File: src/u16u8_pkg.sv
`timescale 1ns / 1ps
// ----------------------------------------------------------------------------
// u16u8_pkg
// Shared types and constants of the UTF-16 to UTF-8 transcoder.
// ----------------------------------------------------------------------------
package u16u8_pkg;

    localparam int UnitW = 16;
    localparam int ByteW = 8;
    localparam int MaxBytes = 4;
    localparam int CntW = 2;
    localparam int HeldW = 10;
    localparam int CpW = 21;

    localparam logic [5:0] HighTag = 6'b110110;
    localparam logic [5:0] LowTag = 6'b110111;
    localparam logic [CpW-1:0] SuppBase = 21'h010000;

    typedef enum logic [1:0] {
        ST_OK       = 2'd0,
        ST_NUL      = 2'd1,
        ST_UNPAIRED = 2'd2
    } status_t;

    typedef struct packed {
        logic [MaxBytes-1:0][ByteW-1:0] bytes;
        logic [CntW-1:0]                cnt;
        logic                           str_end;
        status_t                        status;
    } group_t;

endpackage

File: src/utf16_to_utf8_transcoder.sv
`timescale 1ns / 1ps
// ----------------------------------------------------------------------------
// utf16_to_utf8_transcoder
// UTF-16 code units in, strict UTF-8 bytes out, with error beats.
// ----------------------------------------------------------------------------
// one UTF-16 unit is taken per beat; it yields 0 to 4 output beats (1 to 3 for
// a BMP unit, 4 for a surrogate pair on the low half, none for a held high half
// or a dropped unit), and the output sends one byte per cycle unless m_tready
// holds it back. the next unit is taken in the same cycle as the last byte of
// the previous group moves to the output register. an error (NUL, unpaired
// surrogate) is one beat with byte zero, tlast set and string end set; the
// rest of that string is then dropped
module utf16_to_utf8_transcoder (
    input  logic        clk,
    input  logic        rst_n,
    input  logic        s_tvalid,
    output logic        s_tready,
    input  logic [15:0] s_tdata,   // code_unit
    input  logic        s_tlast,   // last_unit
    output logic        m_tvalid,
    input  logic        m_tready,
    output logic [7:0]  m_tdata,   // out_byte
    output logic        m_tlast,   // last_of_run
    output logic [2:0]  m_tuser    // status[1:0], string_end
);
    import u16u8_pkg::*;

    logic     unit_accept;
    logic     has_result;
    group_t   dec_grp;
    logic     grp_ready;
    logic     out_end;
    status_t  out_status;

    assign s_tready    = grp_ready;
    assign unit_accept = s_tvalid && grp_ready;

    u16u8_decoder u_decoder (
        .clk         (clk),
        .rst_n       (rst_n),
        .unit_accept (unit_accept),
        .code_unit   (s_tdata),
        .last_unit   (s_tlast),
        .has_result  (has_result),
        .grp         (dec_grp)
    );

    u16u8_serializer u_serializer (
        .clk        (clk),
        .rst_n      (rst_n),
        .in_valid   (unit_accept && has_result),
        .in_grp     (dec_grp),
        .grp_ready  (grp_ready),
        .out_valid  (m_tvalid),
        .out_ready  (m_tready),
        .out_byte   (m_tdata),
        .out_run    (m_tlast),
        .out_end    (out_end),
        .out_status (out_status)
    );

    assign m_tuser = {out_status, out_end};

endmodule

File: src/u16u8_decoder.sv
`timescale 1ns / 1ps
// ----------------------------------------------------------------------------
// u16u8_decoder
// Surrogate tracking and UTF-8 encoding of one code unit into a byte group.
// ----------------------------------------------------------------------------
module u16u8_decoder (
    input  logic                   clk,
    input  logic                   rst_n,
    input  logic                   unit_accept,
    input  logic [15:0]            code_unit,
    input  logic                   last_unit,
    output logic                   has_result,
    output u16u8_pkg::group_t      grp
);
    import u16u8_pkg::*;

    logic [HeldW-1:0] held_reg;
    logic [HeldW-1:0] held_next;
    logic             pend_reg;
    logic             pend_next;
    logic             disc_reg;
    logic             disc_next;

    logic             is_high;
    logic             is_low;
    logic             err_hit;
    status_t          err_status;
    logic [CpW-1:0]   cp;
    group_t           bmp_grp;
    group_t           supp_grp;

    always_comb
    begin
        is_high = (code_unit[15:10] == HighTag);
        is_low  = (code_unit[15:10] == LowTag);
        cp      = CpW'({held_reg, code_unit[9:0]}) + SuppBase;

        bmp_grp         = '0;
        bmp_grp.str_end = last_unit;
        bmp_grp.status  = ST_OK;
        if (code_unit[15:7] == '0)
        begin
            bmp_grp.cnt      = 2'd0;
            bmp_grp.bytes[0] = {1'b0, code_unit[6:0]};
        end
        else if (code_unit[15:11] == '0)
        begin
            bmp_grp.cnt      = 2'd1;
            bmp_grp.bytes[0] = {3'b110, code_unit[10:6]};
            bmp_grp.bytes[1] = {2'b10, code_unit[5:0]};
        end
        else
        begin
            bmp_grp.cnt      = 2'd2;
            bmp_grp.bytes[0] = {4'b1110, code_unit[15:12]};
            bmp_grp.bytes[1] = {2'b10, code_unit[11:6]};
            bmp_grp.bytes[2] = {2'b10, code_unit[5:0]};
        end

        supp_grp          = '0;
        supp_grp.cnt      = 2'd3;
        supp_grp.str_end  = last_unit;
        supp_grp.status   = ST_OK;
        supp_grp.bytes[0] = {5'b11110, cp[20:18]};
        supp_grp.bytes[1] = {2'b10, cp[17:12]};
        supp_grp.bytes[2] = {2'b10, cp[11:6]};
        supp_grp.bytes[3] = {2'b10, cp[5:0]};

        held_next  = held_reg;
        pend_next  = pend_reg;
        disc_next  = disc_reg;
        has_result = 1'b0;
        grp        = bmp_grp;
        err_hit    = 1'b0;
        err_status = ST_UNPAIRED;

        if (disc_reg)
        begin
            if (last_unit)
                disc_next = 1'b0;
        end
        else if (pend_reg)
        begin
            if (!is_low)
                err_hit = 1'b1;
            else
            begin
                has_result = 1'b1;
                grp        = supp_grp;
                pend_next  = 1'b0;
                held_next  = '0;
            end
        end
        else if (code_unit == '0)
        begin
            err_hit    = 1'b1;
            err_status = ST_NUL;
        end
        else if (is_high)
        begin
            if (last_unit)
                err_hit = 1'b1;
            else
            begin
                held_next = code_unit[HeldW-1:0];
                pend_next = 1'b1;
            end
        end
        else if (is_low)
            err_hit = 1'b1;
        else
            has_result = 1'b1;

        if (err_hit)
        begin
            has_result  = 1'b1;
            grp         = '0;
            grp.str_end = 1'b1;
            grp.status  = err_status;
            pend_next   = 1'b0;
            held_next   = '0;
            disc_next   = !last_unit;
        end
    end

    always_ff @(posedge clk or negedge rst_n)
    begin
        if (!rst_n)
        begin
            held_reg <= '0;
            pend_reg <= 1'b0;
            disc_reg <= 1'b0;
        end
        else if (unit_accept)
        begin
            held_reg <= held_next;
            pend_reg <= pend_next;
            disc_reg <= disc_next;
        end
    end

    // a string is either waiting for a low half or being dropped, never both
    assert property (@(posedge clk) disable iff (!rst_n) !(pend_reg && disc_reg))
        else $error("pending surrogate while discarding");

endmodule

File: src/u16u8_serializer.sv
`timescale 1ns / 1ps
// ----------------------------------------------------------------------------
// u16u8_serializer
// Holds one byte group and sends its bytes one beat at a time.
// ----------------------------------------------------------------------------
module u16u8_serializer (
    input  logic                   clk,
    input  logic                   rst_n,
    input  logic                   in_valid,
    input  u16u8_pkg::group_t      in_grp,
    output logic                   grp_ready,
    output logic                   out_valid,
    input  logic                   out_ready,
    output logic [7:0]             out_byte,
    output logic                   out_run,
    output logic                   out_end,
    output u16u8_pkg::status_t     out_status
);
    import u16u8_pkg::*;

    logic               grp_valid_reg;
    group_t             grp_reg;
    logic [CntW-1:0]    idx_reg;

    logic               out_valid_reg;
    logic [ByteW-1:0]   out_byte_reg;
    logic               out_run_reg;
    logic               out_end_reg;
    status_t            out_status_reg;

    logic               load;
    logic               at_end;
    logic               grp_take;

    always_comb
    begin
        load      = !out_valid_reg || out_ready;
        at_end    = (idx_reg == grp_reg.cnt);
        grp_take  = load && grp_valid_reg && at_end;
        grp_ready = !grp_valid_reg || grp_take;
    end

    always_ff @(posedge clk or negedge rst_n)
    begin
        if (!rst_n)
        begin
            grp_valid_reg <= 1'b0;
            idx_reg       <= '0;
            out_valid_reg <= 1'b0;
        end
        else
        begin
            if (in_valid)
                grp_valid_reg <= 1'b1;
            else if (grp_take)
                grp_valid_reg <= 1'b0;

            if (load)
                out_valid_reg <= grp_valid_reg;

            if (load && grp_valid_reg)
            begin
                if (at_end)
                    idx_reg <= '0;
                else
                    idx_reg <= idx_reg + 1'b1;
            end
        end
    end

    always_ff @(posedge clk)
    begin
        if (in_valid)
            grp_reg <= in_grp;
        if (load && grp_valid_reg)
        begin
            out_byte_reg   <= grp_reg.bytes[idx_reg];
            out_run_reg    <= at_end;
            out_end_reg    <= at_end && grp_reg.str_end;
            out_status_reg <= grp_reg.status;
        end
    end

    assign out_valid  = out_valid_reg;
    assign out_byte   = out_byte_reg;
    assign out_run    = out_run_reg;
    assign out_end    = out_end_reg;
    assign out_status = out_status_reg;

    assert property (@(posedge clk) disable iff (!rst_n)
        grp_valid_reg |-> idx_reg <= grp_reg.cnt)
        else $error("byte index past group size");

    assert property (@(posedge clk) disable iff (!rst_n)
        in_valid |-> grp_ready)
        else $error("group register overwritten");

    assert property (@(posedge clk) disable iff (!rst_n)
        (out_valid_reg && out_status_reg != ST_OK)
        |-> (out_byte_reg == '0 && out_run_reg && out_end_reg))
        else $error("malformed error beat");

endmodule

File: config.mk
export PLATFORM = sky130hd
export DESIGN_NAME = utf16_to_utf8_transcoder
export DESIGN_NICKNAME = d
export VERILOG_FILES = /design/src/u16u8_pkg.sv /design/src/utf16_to_utf8_transcoder.sv /design/src/u16u8_decoder.sv /design/src/u16u8_serializer.sv
export SDC_FILE = /design/constraint.sdc
export NUM_CORES = 1
export LEC_CHECK = 0
export BUFFER_PORTS_ARGS = -buffer_cell sky130_fd_sc_hd__buf_4
export CAP_MARGIN = 20
export CORE_MARGIN = 2
export CORE_UTILIZATION = 58
export CTS_CLUSTER_DIAMETER = 60
export DETAILED_ROUTE_END_ITERATION = 6
export PLACE_DENSITY_LB_ADDON = 0.25
export RECOVER_POWER = 50
export SLEW_MARGIN = 10
export SYNTH_ARGS = -nofsm -noshare
export SYNTH_HDL_FRONTEND = slang
export SYNTH_HIERARCHICAL = 1
export SYNTH_SLANG_ARGS = --single-unit
export TNS_END_PERCENT = 100
File: constraint.sdc
create_clock -name clk -period 3.3 [get_ports clk]
set_input_delay 0.66 -clock clk [delete_from_list [all_inputs] [get_ports clk]]
set_output_delay 0.66 -clock clk [all_outputs]
set_load 0.1 [all_outputs]
==> metrics.txt, run 1 <==
status=finished clean; unrepaired setup endpoints after global routing=false; TNS Setup=0 ns; CTS tree=yes; clk sinks=65; Core ar.=0.00514 mm2; Die W=between 70 and 80 um; register bit total from synthesis=65; Slew @ Worst Pin=about 1.2 ns; Initial DRC Count=216; via-per-instance ratio=6.24; Hold Path Class=reg2reg; Slowest Stage Delay on Critical Path=0.73 ns; post-synth cell types=56; Worst Setup End Kind=primary output; DIE AREA=0.00595 mm2; largest net degree at the start of global routing=40; Req. time, crit path=2.64 ns; Ys Warns=6; clock period minus worst slack=2.59 ns; Async S/R FF share, synth=24.6%; Critical Path AT=1.93 ns; routed vias=2079; All-Layer GR Usage=22.6%; synthesized area=0.00310 mm2; Peak VDD IR=0.449 mV; global-route wire length before repair=10300 um; Setup crit start kind=register; DP Worst Slack=0.852 ns; CTS buffer count=9; Hold Fails Final Rpt=0; 1st-pass router iterations=5; final worst slack=0.709 ns; CP cell instances=xor2_1 -> nor2_1 -> a21bo_2 -> buf_4; Setup Fix Bufs, Post-CTS=0; ratio of cells with drive above 1 in the final layout=between 20% and 30%; worst hold slack=0.423 ns; post_cts resized=0; FMAX=386 MHz; CTS Hold Bufs=0; I/O Buffers=34; worst clock skew=between 0.004 and 0.005 ns; dpl hpwl=4340 um; Syn Inst Count=228; # setup viols final=0; number of global-route vias before repair=1960; power density over the cells=876 mW/mm2; max reg flops=37; Core Rows=26; Final #Nets=280; RD Place Congestion=0.851; Final Max Tran Viols=0; antenna-violating nets left=0; Initial Util=60.3%; Lkg Pwr=between 1 and 1.5 nW; final cycle utilization of the critical path=78.5%; root buffer selected by CTS=clkbuf_8; antenna cells=0; number of synthesized flops with an enable pin=49; Post-synth top flop=edfxtp_1; Layout area overhead=11.8%; register area share after synthesis=60.4%; DRT Wirelength=around 6300 um; Ports=35; Max Cap Viol=0; H-tree depth=3; CP Class=reg2out; Clk Latency, worst-skew pair=0.33 ns; Mean Syn Cell Area=about 14 um2; Worst path slowest cell=dfrtp_1; Slew headroom=22.1%; worst-path maximum fanout=12; chip height=around 77 um; WL/cell=18.8 um; initial antenna violation count=0; Reg clk slew, reported paths=roughly 0.070 ns; Max Root-Sink Buffers=2; total grt overflow=0; DRC viols=0
-- critical path: cells and delay by family, from the launching register on --
| family | cells | cell delay, ns |
|---|---|---|
| buffers and inverters | 1 | 0.29 |
| AND/OR/NAND/NOR | 1 | 0.24 |
| AO/OA/AOI/OAI | 1 | 0.19 |
| flip-flops | 1 | 0.73 |
| XOR/XNOR | 1 | 0.15 |
-- report_power, final --
part	internal (mW)	leakage, nW	switching (mW)	total [mW]
registers	1.16	0.660	0.134	1.29
clock network	0.388	0.103	0.283	0.672
logic	0.238	0.535	0.831	1.07
total	1.79	1.30	1.25	3.04
-- worst paths after layout --
check / startpoint / endpoint / slack, ns / depth (start not counted)
max: u_serializer/idx_reg[0] / s_tready / 0.71 / 4
min: u_serializer/grp_reg[1] / u_serializer/out_status[1] / 0.42 / 0
max reg2reg: u_serializer/idx_reg[0] / u_serializer/grp_reg[30] / 0.86 / 4
min reg2reg: u_serializer/grp_reg[1] / u_serializer/out_status[1] / 0.42 / 0
max in group asynchronous: rst_n / u_serializer/grp_valid_reg / 2.21 / 1
min in group asynchronous: rst_n / u_decoder/held_reg[0] / 0.48 / 1
-- per-stage QoR --
| step | cell area, um2 | total power [mW] | util, % | std cells |
|---|---|---|---|---|
| after detailed placement | 3340 | 2.46 | 65.0 | 317 |
| final | 3470 | 3.04 | 67.4 | 333 |
| after global placement | 3340 | 2.44 | 65.0 | 317 |
| after floorplan | 3110 | 2.22 | - | 230 |
| after CTS | 3540 | 3.13 | 68.9 | 333 |
| after global routing | 3470 | 3.16 | 67.4 | 333 |
-- per-layer routing --
metal	global-route usage [%]	routed length (um)	vias up
li1	-	-	936
met5	0	0	-
met4	10.5	123	0
met2	32.9	2910	128
met1	33.2	2730	996
met3	4.12	498	19
-- cells in the final DEF, fill, tap and decap left out, types with 4 or more instances in the layout --
cell type	Yosys	routed
edfxtp_1	49	49
buf_4	7	19
clkbuf_1	5	18
a22o_1	16	16
dfrtp_1	16	16
a21oi_1	15	15
clkbuf_8	0	11
nor2_1	10	10
inv_1	9	9
nand2_1	9	9
nor3_1	8	8
mux4_2	7	7
and2_0	1	5
and2_1	8	4
nand3_1	4	4
nor4_1	3	4
o21ai_0	4	4
-- layout make-up --
type	count	area [um2]
flip-flops and latches	65	1870
fillers	415	1670
multi-input cells	137	1060
repair buffers	36	210
clock buffers	13	159
well taps	70	87.6
clock inverters	3	40.0
inverters	9	33.8
-- synth_stat cells, types with 2 or more instances --
cell type  instances  area, um2
buf_6              3       33.8
o22ai_1            3       18.8
dfrtp_1           16        400
o21ai_0            4       20.0
nor3_1             8       40.0
edfxtp_1          49       1470
nor4b_1            3       26.3
nand3_1            4       20.0
clkbuf_1           5       18.8
nor3_2             2       20.0
nand2b_1           2       12.5
nand2_1            9       33.8
buf_2              3       15.0
inv_1              9       33.8
a22o_1            16        140
mux4_2             7        158
nor2_1            10       37.5
a211o_2            2       20.0
xor2_1             3       26.3
or2_2              2       12.5
a21oi_1           15       75.1
a21o_1             3       22.5
nor4_1             3       18.8
and2_1             8       50.1
buf_4              7       52.6
o2111ai_1          2       17.5
-- cells by family (layout without fill, tap and decap cells) --
kind of cell    after synthesis  in the layout  share of synthesized area, %
flops                        65             65                          60.4
simple gates                 64             64                          13.4
compound gates               57             57                          13.6
buf+inv                      28             61                          5.12
mux                           8              8                          5.93
xor+xnor                      4              4                          1.13
fa+ha+maj                     1              1                         0.403
other cells                   1              3                         0.121
(Power assumes the default switching activity.)
==> inputs of run 2 (changes only) <==
--- a/config.mk
+++ b/config.mk
@@ -8,7 +8,7 @@
 export BUFFER_PORTS_ARGS = -buffer_cell sky130_fd_sc_hd__buf_4
 export CAP_MARGIN = 20
 export CORE_MARGIN = 2
-export CORE_UTILIZATION = 58
+export CORE_UTILIZATION = 52
 export CTS_CLUSTER_DIAMETER = 60
 export DETAILED_ROUTE_END_ITERATION = 6
 export PLACE_DENSITY_LB_ADDON = 0.25
==> constraint.sdc (replaced) <==
create_clock -name clk -period 2.3 [get_ports clk]
set_input_delay 0.46 -clock clk [delete_from_list [all_inputs] [get_ports clk]]
set_output_delay 0.46 -clock clk [all_outputs]
set_load 0.1 [all_outputs]
==> metrics.txt, run 2 (synthesis results as in run 1) <==
status=finished clean; chip height=81.2 um; Max Root-Sink Buffers=2; Top Family by Delay on Critical Path=flip-flops; DIE AREA=0.00660 mm2; Lkg Pwr=1.34 nW; # setup viols final=0; via-per-instance ratio=~6; routed vias=2087; dpl hpwl=4490 um; Die W=81.2 um; root buffer selected by CTS=clkbuf_8; max reg flops=37; antenna cells=0; Worst R2R Start=u_serializer/grp_reg[4]; Setup Fix Bufs, Post-CTS=0; design area=0.00354 mm2; Worst path slowest cell=edfxtp_1; DRC viols=0; Initial Util=53.0%; Critical Path AT=roughly 1.7 ns; power density over the cells=1240 mW/mm2; Final #Nets=289; DRT Wirelength=6400 um; WL/cell=around 18 um; Layout area overhead=14.3%; number of global-route vias before repair=2067; H-tree depth=3; most common cell after layout, fill and taps aside=edfxtp_1; initial antenna violation count=0; multi-input logic area=0.00107 mm2; Slew headroom=between 20% and 30%; post_cts resized=0; 1st-pass router iterations=5; antenna-violating nets left=0; Worst Setup End Kind=primary output; Clk Latency, worst-skew pair=0.34 ns; placed inst area=0.00342 mm2; global-route wire length before repair=10400 um; Initial DRC Count=between 150 and 200; Max Cap Viol=0; clk sinks=between 60 and 70; Hold Fails Final Rpt=0; Ports=35; Slowest Stage Delay on Critical Path=0.43 ns; worst hold slack=approximately 0.33 ns; FMAX=about 460 MHz; CTS tree=yes; worst reg-to-reg setup slack=0.34 ns; CP cell instances=xor2_1 -> nor2_1 -> a21bo_4 -> buf_4; HP Start=s_tlast; placed cell count=330; CTS buffer count=9; Setup crit start=u_serializer/grp_reg[4]; TNS Setup=0 ns; Finished Layout Cells=347; Reg clk slew, reported paths=0.07 ns; ratio of cells with drive above 1 in the final layout=26.8%; Fillers=461; I/O Buffers=34; CP Class=reg2out; Slew @ Worst Pin=1.17 ns; total grt overflow=0; final cycle utilization of the critical path=94.2%; Hold Path Class=in2reg; Final Max Tran Viols=0; Core ar.=0.00585 mm2; Req. time, crit path=approximately 1.8 ns; Core Rows=28; most frequent cells in the layout=edfxtp_1 (49), buf_4 (23), a22o_1 (16); clock period minus worst slack=2.17 ns; Peak VDD IR=0.640 mV; Setup crit start kind=register; largest net degree at the start of global routing=40; worst-path maximum fanout=4; worst clock skew=0.00266 ns; WP buf/inv=1; sequential standard cell area=0.00188 mm2; RD Place Congestion=0.906; unrepaired setup endpoints after global routing=false; All-Layer GR Usage=a little over a fifth
-- run 2: area by class of cell --
class	count	share of cell area, %
clock buffers	9	3.50
clock inverters	7	1.98
inverters	9	0.953
multi-input cells	137	30.3
flip-flops and latches	65	52.9
well taps	75	2.65
repair buffers	45	7.73
-- run 2: stage by stage --
| step | setup slack (ns) | power (mW) | util [%] |
|---|---|---|---|
| 2_1_floorplan | 0.00337 | 3.23 | - |
| 3_3_place_gp | 0.171 | 3.55 | 58.5 |
| 3_5_place_dp | 0.183 | 3.59 | 58.5 |
| 4_1_cts | 0.133 | 4.54 | 62.0 |
| 5_1_grt | 0.0432 | 4.59 | 60.6 |
| 6_report | 0.133 | 4.40 | 60.6 |
-- run 2: routing by layer --
| layer | vias up | wire length, um | GRT usage [%] |
|---|---|---|---|
| li1 | 955 | - | - |
| met1 | 1018 | 2670 | 29.9 |
| met2 | 107 | 3190 | 33.1 |
| met3 | 7 | 458 | 6.33 |
| met4 | 0 | 80 | 8.98 |
| met5 | - | 0 | 0 |
-- run 2: final timing paths --
check | endpoint | depth (start not counted)
min reg2reg | u_serializer/out_status[0] | 0
min in group asynchronous | u_decoder/held_reg[4] | 2
min | u_decoder/disc_reg | 2
max in group asynchronous | u_serializer/out_valid | 2
max reg2reg | u_serializer/grp_reg[8] | 4
max | s_tready | 4
-- run 2: report_power, final --
part	internal [mW]	switching [mW]	leakage [nW]
clock network	0.498	0.452	0.0893
registers	1.67	0.120	0.660
logic	0.394	1.27	0.592
total	2.56	1.84	1.34
-- run 2: what timing repair did --
item | 4_1_cts | 5_1_grt
setup endpoints to repair | 0 | 0
hold endpoints to repair | 16 | 0
hold buffers | 1 | 0
==> inputs of run 3 (changes only) <==
--- a/config.mk
+++ b/config.mk
@@ -7,12 +7,15 @@
 export LEC_CHECK = 0
 export BUFFER_PORTS_ARGS = -buffer_cell sky130_fd_sc_hd__buf_4
 export CAP_MARGIN = 20
+export CELL_PAD_IN_SITES_DETAIL_PLACEMENT = 0
+export CELL_PAD_IN_SITES_GLOBAL_PLACEMENT = 1
 export CORE_MARGIN = 2
-export CORE_UTILIZATION = 52
+export CORE_UTILIZATION = 43
 export CTS_CLUSTER_DIAMETER = 60
 export DETAILED_ROUTE_END_ITERATION = 6
 export PLACE_DENSITY_LB_ADDON = 0.25
 export RECOVER_POWER = 50
+export SKIP_CTS_REPAIR_TIMING = 1
 export SLEW_MARGIN = 10
 export SYNTH_ARGS = -nofsm -noshare
 export SYNTH_HDL_FRONTEND = slang
==> metrics.txt, run 3 (synthesis results as in run 1) <==
Reg2Reg Depth=7; Hold Fails Final Rpt=0; status=finished clean; Post-Route Utilization=approximately 52%; Lkg Pwr=between 1 and 1.5 nW; antenna-violating nets left=0; antenna cells=0; most frequent cells in the layout=edfxtp_1 (49), buf_4 (26), clkbuf_1 (17); total grt overflow=0; CP Class=reg2out; Req. time, crit path=1.84 ns; Slew headroom=~23%; RD Place Congestion=between 0.8 and 0.9; CTS buffer count=9; root buffer selected by CTS=clkbuf_8; Peak VDD IR=0.726 mV; Reg clk slew, reported paths=around 0.07 ns; # setup viols final=0; Die W=88.9 um; met1 Usage GRT=between 20% and 30%; Worst Setup End Kind=primary output; DRT Wirelength=between 6000 and 7000 um; All-Layer GR Usage=a little under a fifth; max reg flops=37; Worst path slowest cell=edfxtp_1; WP buf/inv=1; Initial Util=45.1%; worst clock skew=0.00960 ns; CTS tree=yes; ratio of cells with drive above 1 in the final layout=25.5%; TNS Setup=0 ns; clock period minus worst slack=2.20 ns; DRC viols=0; Ports=35; gr busiest metal=met2; M3 GR Usage=under 10%; Top Family by Delay on Critical Path=flip-flops; DIE AREA=around 0.008 mm2; FMAX=455 MHz; Core ar.=0.00687 mm2; WL/cell=roughly 18 um; global-route wire length before repair=10600 um; CP cell instances=xor2_1 -> nor2_1 -> a21bo_4 -> buf_4; Finished Layout Cells=371; HP Start=s_tlast; Hold Path Class=in2reg; Reg2Reg Capture Point=u_decoder/held_reg[5]; 1st-pass router iterations=4; via-per-instance ratio=5.40; Slew @ Worst Pin=1.16 ns; placed cell count=about 350; Max Root-Sink Buffers=2; Setup crit start kind=register; worst hold slack=roughly 0.35 ns; DP Worst Slack=0.160 ns; Worst R2R Start=u_serializer/grp_reg[4]; Slowest Stage Delay on Critical Path=about 0.43 ns; final cycle utilization of the critical path=between 90% and 100%; final worst slack=0.103 ns; Clk Latency, worst-skew pair=0.33 ns; clk sinks=65; Final #Nets=about 300; multi-input logic area=0.00108 mm2; GRT met2 Usage=between 20 and 30%; initial antenna violation count=0; hold depth=2; I/O Buffers=34; sequential standard cell area=0.00188 mm2; power density over the cells=1240 mW/mm2; worst-path maximum fanout=4; Max Cap Viol=0; Core Rows=30; dpl hpwl=4680 um; Layout area overhead=16.2%; Fillers=611; Critical Path AT=1.74 ns; unrepaired setup endpoints after global routing=false; worst reg-to-reg setup slack=0.25 ns; chip height=88.9 um; number of global-route vias before repair=1988; Final Max Tran Viols=0; H-tree depth=3; hold endpoint=u_decoder/disc_reg; Initial DRC Count=155; routed vias=2005; most common cell after layout, fill and taps aside=edfxtp_1; largest net degree at the start of global routing=40
[run 3: changes by cell type in the layout (fill, tap and decap cells not counted), moves of 3 or more]
cell,delta
clkbuf_1,+6
clkbuf_2,-3
clkinvlp_4,-3
buf_4,+3
[run 3: routing by layer]
| metal | wire, um | vias to the layer above |
|---|---|---|
| met1 | 2980 | 984 |
| met5 | 0 | - |
| li1 | - | 955 |
| met3 | 302 | 12 |
| met2 | 3150 | 54 |
| met4 | 142 | 0 |
[run 3: final cells by class]
type,instances,area share (%)
inverter,9,0.938
timing repair buffer,48,8.13
tap,96,3.33
multi-input combinational,137,29.9
clock buffer,12,3.75
sequential,65,52.1
clock inverter,4,1.91
[run 3: worst max-delay path by stage]
stage	from	endpoint	slack [ns]	cells past startpoint
5_1_grt	u_serializer/grp_reg[4]	s_tready	0.04	4
6_report	u_serializer/grp_reg[4]	s_tready	0.10	4
2_1_floorplan	u_serializer/out_valid	u_decoder/held_reg[0]	0.003	9
4_1_cts	u_serializer/grp_reg[4]	s_tready	0.11	4
3_5_place_dp	s_tdata[5]	u_serializer/grp_reg[18]	0.16	5
3_3_place_gp	s_tdata[5]	u_serializer/grp_reg[5]	0.21	6
[run 3: power breakdown]
part | switching, mW | internal (mW) | leakage [nW] | total (mW)
sequential | 0.114 | 1.67 | 0.660 | 1.78
clock | 0.401 | 0.606 | 0.102 | 1.01
combinational | 1.28 | 0.391 | 0.601 | 1.67
total | 1.79 | 2.66 | 1.36 | 4.46
[run 3: stage by stage]
step	power (mW)	cell area, um2
2_1_floorplan	3.23	3140
6_report	4.46	3600
3_3_place_gp	3.57	3470
5_1_grt	4.66	3600
3_5_place_dp	3.58	3470
4_1_cts	4.60	3680
